`config.mk`:
```
export PLATFORM = sky130hd
export DESIGN_NAME = color_blindness_color_transform
export DESIGN_NICKNAME = d
export VERILOG_FILES = /design/src/design/cbct_pkg.sv /design/src/design/color_blindness_color_transform.sv /design/src/design/cbct_dot3.sv
export VERILOG_INCLUDE_DIRS = /design/src /design/src/design
export SDC_FILE = /design/constraint.sdc
export NUM_CORES = 2
export LEC_CHECK = 0
export BUFFER_PORTS_ARGS = -buffer_cell sky130_fd_sc_hd__buf_2
export CORE_MARGIN = 4
export CORE_UTILIZATION = 42
export CTS_BUF_LIST = sky130_fd_sc_hd__clkbuf_16
export DETAILED_ROUTE_END_ITERATION = 16
export PLACE_DENSITY_LB_ADDON = 0.25
export SLEW_MARGIN = 20
export SYNTH_ARGS = -nofsm -noshare
export SYNTH_HDL_FRONTEND = slang
export SYNTH_SLANG_ARGS = --single-unit
```
`constraint.sdc`:
```
create_clock -name clk_i -period 6.7 [get_ports clk_i]
set_input_delay 1.675 -clock clk_i [delete_from_list [all_inputs] [get_ports clk_i]]
set_output_delay 1.675 -clock clk_i [all_outputs]
set_load 0.02 [all_outputs]
```
`src/design/color_blindness_color_transform_defines.svh`:
```
// Assertion helpers shared by the color transform RTL.
`ifndef COLOR_BLINDNESS_COLOR_TRANSFORM_DEFINES_SVH
`define COLOR_BLINDNESS_COLOR_TRANSFORM_DEFINES_SVH

// Clocked check, switched off while reset is asserted.
`define CBCT_ASSERT(label, prop) \
  label: assert property (@(posedge clk_i) disable iff (!rst_ni) (prop)) \
    else $error("color transform check failed");

// Clocked check that also holds during reset.
`define CBCT_ASSERT_ALWAYS(label, prop) \
  label: assert property (@(posedge clk_i) (prop)) \
    else $error("color transform check failed");

`endif

```
`src/design/cbct_pkg.sv`:
```
package cbct_pkg;

  localparam int FracBitsDef = 16;
  localparam int NumRows     = 8;
  localparam longint CoefDen = 64'sd100000000;

  // Weights in units of 1e-8: two selector rows, first matrix, second matrix.
  localparam longint CoefDec [NumRows][3] = '{
    '{     999000,   6647390,   73170000 },
    '{   15338400,  31662400,    5713400 },
    '{   42633100,  87510200,    8012710 },
    '{   28110000,  57119500,   -3926270 },
    '{   -1770520,   2700840,  100247000 },
    '{   75810000, 145387000, -148060000 },
    '{   11853200,  28759500,   72550100 },
    '{    -746579,   4487110,   95430300 }
  };

  typedef struct packed {
    logic [7:0] entry_index;
    logic [7:0] red_in;
    logic [7:0] green_in;
    logic [7:0] blue_in;
  } cbct_req_t;

  typedef struct packed {
    logic [7:0] entry_index_out;
    logic [7:0] red_out;
    logic [7:0] green_out;
    logic [7:0] blue_out;
    logic       first_matrix_used;
  } cbct_rsp_t;

  // Scale a weight by 2^frac, rounding ties away from zero.
  function automatic longint scaled_coef(int row, int col, int frac);
    longint c;
    longint mag;
    longint s;
    c   = CoefDec[row][col];
    mag = (c < 0) ? -c : c;
    s   = (mag * (64'sd1 <<< frac) + CoefDen / 2) / CoefDen;
    return (c < 0) ? -s : s;
  endfunction

endpackage

```
`src/design/color_blindness_color_transform.sv`:
```
// Channel   Direction  Handshake              Payload
// request   in         start_i, busy_o        req_i  (cbct_pkg::cbct_req_t)
// result    out        done_o strobe          result_o (cbct_pkg::cbct_rsp_t)
//
// Takes one request every cycle; busy_o stays low.
// The pipeline registers the products, then the row sums, then the selected and clamped result.
// Reset clears only the valid bits; data registers carry no reset.
// The receiver cannot stall, so each result shows for exactly one cycle.
`include "color_blindness_color_transform_defines.svh"

module color_blindness_color_transform #(
  parameter int FracBits = cbct_pkg::FracBitsDef
) (
  input  logic                clk_i,
  input  logic                rst_ni,
  input  logic                start_i,
  output logic                busy_o,
  input  cbct_pkg::cbct_req_t req_i,
  output logic                done_o,
  output cbct_pkg::cbct_rsp_t result_o
);

  localparam int SumW = FracBits + 13;
  localparam int QW   = SumW - FracBits;

  logic signed [SumW-1:0] row_sum [cbct_pkg::NumRows];

  for (genvar r = 0; r < cbct_pkg::NumRows; r++) begin : g_row
    cbct_dot3 #(
      .FracBits (FracBits),
      .RowIdx   (r),
      .AddHalf  (r >= 2)
    ) u_dot3 (
      .clk_i   (clk_i),
      .red_i   (req_i.red_in),
      .green_i (req_i.green_in),
      .blue_i  (req_i.blue_in),
      .sum_o   (row_sum[r])
    );
  end

  logic [2:0] vld_d, vld_q;
  logic [7:0] idx1_q, idx2_q;
  cbct_pkg::cbct_rsp_t rsp_d, rsp_q;

  assign busy_o = 1'b0;
  assign vld_d  = {vld_q[1:0], start_i};

  always_ff @(posedge clk_i or negedge rst_ni) begin
    if (!rst_ni) begin
      vld_q <= '0;
    end else begin
      vld_q <= vld_d;
    end
  end

  always_ff @(posedge clk_i) begin
    idx1_q <= req_i.entry_index;
    idx2_q <= idx1_q;
    rsp_q  <= rsp_d;
  end

  logic                   first;
  logic signed [SumW-1:0] pick [3];
  logic [QW-1:0]          quo  [3];
  logic [7:0]             chan [3];

  always_comb begin
    first = row_sum[0] < row_sum[1];
    for (int c = 0; c < 3; c++) begin
      pick[c] = first ? row_sum[2 + c] : row_sum[5 + c];
      quo[c]  = pick[c][SumW-1:FracBits];
      // Clamp: negative goes to zero, anything past 255 saturates.
      if (pick[c][SumW-1]) begin
        chan[c] = 8'd0;
      end else if (quo[c] > QW'(255)) begin
        chan[c] = 8'd255;
      end else begin
        chan[c] = quo[c][7:0];
      end
    end
    rsp_d.entry_index_out   = idx2_q;
    rsp_d.red_out           = chan[0];
    rsp_d.green_out         = chan[1];
    rsp_d.blue_out          = chan[2];
    rsp_d.first_matrix_used = first;
  end

  assign done_o   = vld_q[2];
  assign result_o = rsp_q;

  `CBCT_ASSERT(a_latency, done_o |-> $past(start_i, 3))
  `CBCT_ASSERT(a_index_pass, done_o |-> result_o.entry_index_out == $past(req_i.entry_index, 3))
  `CBCT_ASSERT_ALWAYS(a_no_done_in_reset, !rst_ni |-> !done_o)

endmodule

```
`src/design/cbct_dot3.sv`:
```
module cbct_dot3 #(
  parameter int FracBits = cbct_pkg::FracBitsDef,
  parameter int RowIdx   = 0,
  parameter bit AddHalf  = 1'b0,
  localparam int SumW    = FracBits + 13
) (
  input  logic                   clk_i,
  input  logic [7:0]             red_i,
  input  logic [7:0]             green_i,
  input  logic [7:0]             blue_i,
  output logic signed [SumW-1:0] sum_o
);

  localparam int CoefW = FracBits + 2;
  localparam int ProdW = CoefW + 9;

  localparam logic signed [CoefW-1:0] CoefR =
    CoefW'(cbct_pkg::scaled_coef(RowIdx, 0, FracBits));
  localparam logic signed [CoefW-1:0] CoefG =
    CoefW'(cbct_pkg::scaled_coef(RowIdx, 1, FracBits));
  localparam logic signed [CoefW-1:0] CoefB =
    CoefW'(cbct_pkg::scaled_coef(RowIdx, 2, FracBits));
  localparam logic signed [SumW-1:0] Bias =
    AddHalf ? (SumW'(1) <<< (FracBits - 1)) : '0;

  logic signed [ProdW-1:0] prod_r_d, prod_g_d, prod_b_d;
  logic signed [ProdW-1:0] prod_r_q, prod_g_q, prod_b_q;
  logic signed [SumW-1:0]  sum_d, sum_q;

  always_comb begin
    prod_r_d = CoefR * $signed({1'b0, red_i});
    prod_g_d = CoefG * $signed({1'b0, green_i});
    prod_b_d = CoefB * $signed({1'b0, blue_i});
  end

  always_ff @(posedge clk_i) begin
    prod_r_q <= prod_r_d;
    prod_g_q <= prod_g_d;
    prod_b_q <= prod_b_d;
  end

  // Fold the rounding offset in here so the last stage only selects and clamps.
  assign sum_d = SumW'(prod_r_q) + SumW'(prod_g_q) + SumW'(prod_b_q) + Bias;

  always_ff @(posedge clk_i) begin
    sum_q <= sum_d;
  end

  assign sum_o = sum_q;

endmodule
```
Yosys cells after proc, flatten, opt, wreduce, memory -nomap -nowiden
Index checks and enable logic that the tools add are counted.

word-level totals
  bits in registers = 793
  output and inout bits = 35
  bits of input ports = 35
  logic and storage cells = 96

cells by class
  mux-type cells = 6
  multiply operators = 24
  $lt $le $gt $ge = 4
  add/sub/neg operators = 22

operators by type and width
  operator                                                                          number
  29-bit by 17-bit adder with 29-bit output, second input constant                  6
  16-bit by 8-bit multiplier with 24-bit output, first input constant               5
  29-bit two-way mux                                                                3
  10-bit by 8-bit multiplier with 18-bit output, first input constant               4
  28-bit by 25-bit adder with 29-bit output                                         2
  23-bit by 24-bit adder with 25-bit output                                         2
  15-bit by 8-bit multiplier with 23-bit output, first input constant               2
  14-bit by 8-bit multiplier with 22-bit output, first input constant               2
  13-bit by 8-bit multiplier with 21-bit output, first input constant               2
  12-bit by 8-bit multiplier with 20-bit output, first input constant               2
  13-bit by 8-bit greater-than comparator with 1-bit output, second input constant  3
  28-bit by 22-bit adder with 29-bit output                                         1
  28-bit by 27-bit adder with 29-bit output                                         1
  29-bit < comparator                                                               1
  22-bit by 26-bit adder with 27-bit output                                         1
  26-bit by 22-bit adder with 27-bit output                                         1
  18-bit by 9-bit multiplier with 27-bit output, first input constant               1
  24-bit by 25-bit adder with 26-bit output                                         1
  24-bit by 20-bit adder with 25-bit output                                         1
  24-bit by 24-bit adder with 25-bit output                                         1
  17-bit by 8-bit multiplier with 25-bit output, first input constant               1
  21-bit by 23-bit adder with 24-bit output                                         1
  22-bit by 23-bit adder with 24-bit output                                         1
  8-bit two-way mux                                                                 3
  other kinds (8)                                                                   8

Longest topological paths before layout
  depth after elaboration = 4
  mapped depth = 25
  depth with buffers taken out = 23

By module
A second synthesis with hierarchy kept.

unflattened totals
  cell total of the unflattened synthesis = 7227
  area, all modules = 71227.1 µm²

by module, submodules not included
  module                           seq. area each (µm²)  cells an instance  area each (µm²)  instances
  cbct_dot3 at g_row[5].u_dot3     2102.0                1179               10988.0          1
  cbct_dot3 at g_row[3].u_dot3     1921.8                1073               10161.0          1
  cbct_dot3 at g_row[7].u_dot3     1841.8                983                9570.4           1
  cbct_dot3 at g_row[4].u_dot3     1761.7                830                8219.1           1
  cbct_dot3 at g_row[6].u_dot3     1681.6                807                8201.6           1
  cbct_dot3 at g_row[0].u_dot3     1721.7                705                7204.4           1
  cbct_dot3 at g_row[1].u_dot3     1601.5                694                7190.6           1
  cbct_dot3 at g_row[2].u_dot3     1621.6                714                7181.9           1
  color_blindness_color_transform  1056.0                242                2509.9           1

Worst setup path before layout
No wires, ideal clock.

  path type = input -> register
  start = input req_i[0] (netlist name)
  end = register g_row[3].u_dot3.prod_b_q[18]
  required time = 6.621 ns
  arrival = 6.296 ns
  path buffers = 0
  cell stages on the path = 19
  setup time = 0.079 ns
  slack = 0.325 ns
  path through = fa_1 inv_1 fa_1 inv_1 ha_1 inv_1 fa_1 inv_1 ha_1 nor2b_1 o21ai_0 a21boi_0 o21ai_0 a21oi_1 o21ai_0 a21oi_1 o41ai_2 or4b_2 o211ai_1

between the ends
  cells in the longest elaborated chain, start to end = 1

ends and longest elaborated chain
  item                                           line                                   RTL
  start: declaration                             color_blindness_color_transform.sv:18  input cbct_pkg::cbct_req_t req_i,
  13-bit by 9-bit multiplier with 22-bit output  cbct_dot3.sv:33                        prod_b_d = CoefB * $signed({1'b0, blue_i});
  via g_row[3].u_dot3.prod_b_d[18]               cbct_dot3.sv:26                        logic signed [ProdW-1:0] prod_r_d, prod_g_d, prod_b_d;
  end signal: assignment                         cbct_dot3.sv:39                        prod_b_q <= prod_b_d;
  end: declaration                               cbct_dot3.sv:27                        logic signed [ProdW-1:0] prod_r_q, prod_g_q, prod_b_q;

The timed path passes the listed nets, and every way through them passes these cells.
A chain may end at the register's enable or synchronous reset.

==> results.md <==
- Post-synthesis mux area share: 0.00482
- EDFF count, synth: 0
- Post-CTS Setup Repair Bufs: 0
- Clock tree buffer depth: 3
- Clock skew: 0.0291 ns
- CTS tree: yes
- Startpoint types: flip-flop
- Post-synthesis register bit count: 602
- Final Cycle Share: 0.896
- RSZ-0062 raised after global routing: false
- Reg2Reg Setup Slack: 0.69 ns
- Clk sinks: 602
- Worst EP required: 7.31 ns
- Sequential cell area fraction in the yosys report: 0.207
- Vias/cell: 5.31
- Setup violations, final: 0
- Synth async-reset ratio: 0.00498
- Core Util, Final: 0.468
- Most instantiated cells after synthesis: ha_1, inv_1, dfxtp_1, fa_1, xnor2_1
- I/O pin total: 70
- Area share of the largest cell type after synthesis: 0.273
- Via count: 42,988
- Area Overhead vs Synth: 10.6%
- Initial Utilization: 0.423
- First-pass GRT wire length: 264,000 um
- Hold Fails Final Rpt: 0
- Worst setup path endpoint: g_row[3].u_dot3.sum_o[26]
- RePlAce Congestion: 0.964
- Worst min-delay path class: flip-flop to flip-flop
- Most frequent cell after synthesis: ha_1
- Row Count: 136
- IO buf count: 68
- Fin. max-slew vios: 0
- Synth area leader: ha_1
- Ys Warns: 0
- Die area: 0.145 mm2
- Die X: 380 um
- Largest net degree at the start of global routing: 26
- Placed cell count: 7,957
- Final instance area: 0.0643 mm2
- Htree depth: 3
- Post-DP HPWL: 153,000 um
- Final non-filler cell total: 8,103
- PostCTS Resize Cnt: 0
- DP Area: 0.0618 mm2
- Post-synthesis compound-gate area fraction: 0.129
- Synth Area in Adders: 0.435
- Initial antenna violation count: 17
- Die H: 380 um
- Total Wirelength: 177,000 um
- XOR/XNOR share of the synthesized area: 0.0804
- Synth Area in Simple Gates: 0.0831
- Clock root cell: clkbuf_16
- Overall Global Routing Usage: 0.243
- Global route overflow: 0
- Fillers: 13,021
- Fin Setup TNS: 0 ns
- Total CTS buffers: 76
- Worst r2r dst: g_row[3].u_dot3.sum_o[26]
- Worst Setup SP: g_row[7].u_dot3.prod_r_q[0]
- Share of layout cells above drive strength 1: 0.0648
- DRC Markers: 0
- Slew margin rel.: 0.257
- Reg2Reg Depth: 21
- Critical R2R Launch: g_row[7].u_dot3.prod_r_q[0]
- Routed len/inst: 21.9 um
- Tmin final: 6.01 ns
- Outcome: finished clean
- CTS clk-pin slew, worst paths: 0.06 ns
- Clk Latency, worst-skew pair: 0.67 ns
- Core area: 0.137 mm2
- Hold-fix buffers, CTS: 0
- Crit Path Category: flip-flop to flip-flop
- Largest family of logic cells by synthesized area: adder cells
- Slew @ Worst Pin: 1.11 ns
- Synth Flop Type: dfxtp_1
- CP endpoint kind: flip-flop
- Cell count after synthesis: 5,961
- Avg Cell Area, Syn: 9.76 um2
- WP data arrival: 6.61 ns
- Number of library cell types mapped by synthesis: 91
- Max Freq: 0.167 GHz
- Antenna-violating nets left: 0
- First DRT Iteration DRCs: 2,697
- CP max FO: 7
- Synth area leaders: ha_1, dfxtp_1, fa_1
- Number of global-route vias before repair: 42,581
- Netlist Area Pre-Place: 0.0582 mm2
- Max-capacitance violation count: 0
- First-pass DRT Iterations: 5
- Nets: 8,015
-- cells in the final DEF, fill, tap and decap left out, types with 40 or more instances in the layout --
| cell type | synthesis | layout |
|---|---|---|
| nand2_1 | 177 | 177 |
| o21bai_1 | 91 | 91 |
| buf_4 | 1 | 146 |
| a211oi_1 | 40 | 40 |
| ha_1 | 1269 | 1269 |
| nor2_1 | 352 | 352 |
| o21a_1 | 78 | 78 |
| inv_1 | 914 | 919 |
| nor2b_1 | 67 | 67 |
| dfxtp_1 | 599 | 599 |
| xnor2_1 | 414 | 414 |
| a21o_1 | 99 | 99 |
| fa_1 | 470 | 470 |
| nand2b_1 | 40 | 40 |
| o21ai_0 | 187 | 187 |
| nor3_1 | 109 | 109 |
| and3_1 | 42 | 42 |
| clkbuf_16 | 0 | 76 |
| a21boi_0 | 49 | 49 |
| buf_2 | 0 | 68 |
| a21oi_1 | 317 | 317 |
| xor2_1 | 116 | 116 |
| nand3_1 | 83 | 83 |
-- state kept, by name, indices dropped and copies added (netlist names) --
register	cells
idx2_q	8
result_o	33
g_row.u_dot3.sum_o	119
g_row.u_dot3.prod_r_q	142
vld_q	3
g_row.u_dot3.prod_b_q	157
idx1_q	8
g_row.u_dot3.prod_g_q	132
-- area by class of cell --
cell class                      instances  area (um2)  area share
Sequential cell                       602       12100       0.188
Multi-Input combinational cell       4430       42600       0.662
Inverter                              914        3430      0.0533
Timing Repair Buffer                  217        1500      0.0233
Clock buffer                           76        1900      0.0296
Antenna cell                           10        25.0    0.000389
Clock inverter                         60         571     0.00887
Tap cell                             1794        2240      0.0349
-- worst min-delay path by stage --
| stage | slack (ns) | cells after the start | end | start |
|---|---|---|---|---|
| 2_1_floorplan | 0.31 | 0 | idx2_q[0] | idx1_q[0] |
| 3_5_place_dp | 0.31 | 0 | idx2_q[3] | idx1_q[3] |
| 5_1_grt | 0.33 | 0 | idx2_q[2] | idx1_q[2] |
| 6_report | 0.32 | 0 | idx2_q[4] | idx1_q[4] |
| 4_1_cts | 0.32 | 0 | idx2_q[4] | idx1_q[4] |
| 3_3_place_gp | 0.31 | 0 | result_o[31] | idx2_q[6] |
-- kinds of logic after synthesis --
logic type / after synthesis
AO/OA/AOI/OAI: 1120
other: 1
buffers and inverters: 930
flip-flops: 602
adder cells (fa/ha/maj): 1739
multiplexers: 28
XOR/XNOR: 532
AND/OR/NAND/NOR: 1009
-- layer usage --
layer / up-vias / GRT usage / routed length (um)
met4: 8 / 0.0867 / 6490
met1: 20786 / 0.334 / 80600
li1: 20916 / - / -
met5: - / 0 / 57
met2: 1023 / 0.391 / 79900
met3: 255 / 0.0359 / 10300
-- critical path, stage by stage (launching register included) --
cell	delay, ns
dfxtp_1	0.58
ha_1	0.25
inv_1	0.06
fa_1	0.51
nor2b_1	0.16
o21ai_0	0.16
a21boi_0	0.41
o21a_1	0.16
nor2_1	0.06
o21bai_1	0.21
nand2b_1	0.08
a21oi_1	0.52
ha_1	0.37
a211oi_1	0.24
o21ai_0	0.14
or3_1	0.38
o21ai_1	0.22
a21boi_0	0.24
o21a_1	0.29
nor4b_2	0.48
and4_1	0.31
xnor2_1	0.11
-- through the flow --
stage,hold WS (ns),setup slack [ns]
after floorplan,0.310,0.325
after global placement,0.310,0.115
after detailed placement,0.313,0.134
after CTS,0.321,0.789
after global routing,0.329,0.255
final,0.321,0.695
Power is left out: the tool's default activity adds up to more than one toggle a clock period on the data nets, which glitch-free logic cannot reach.
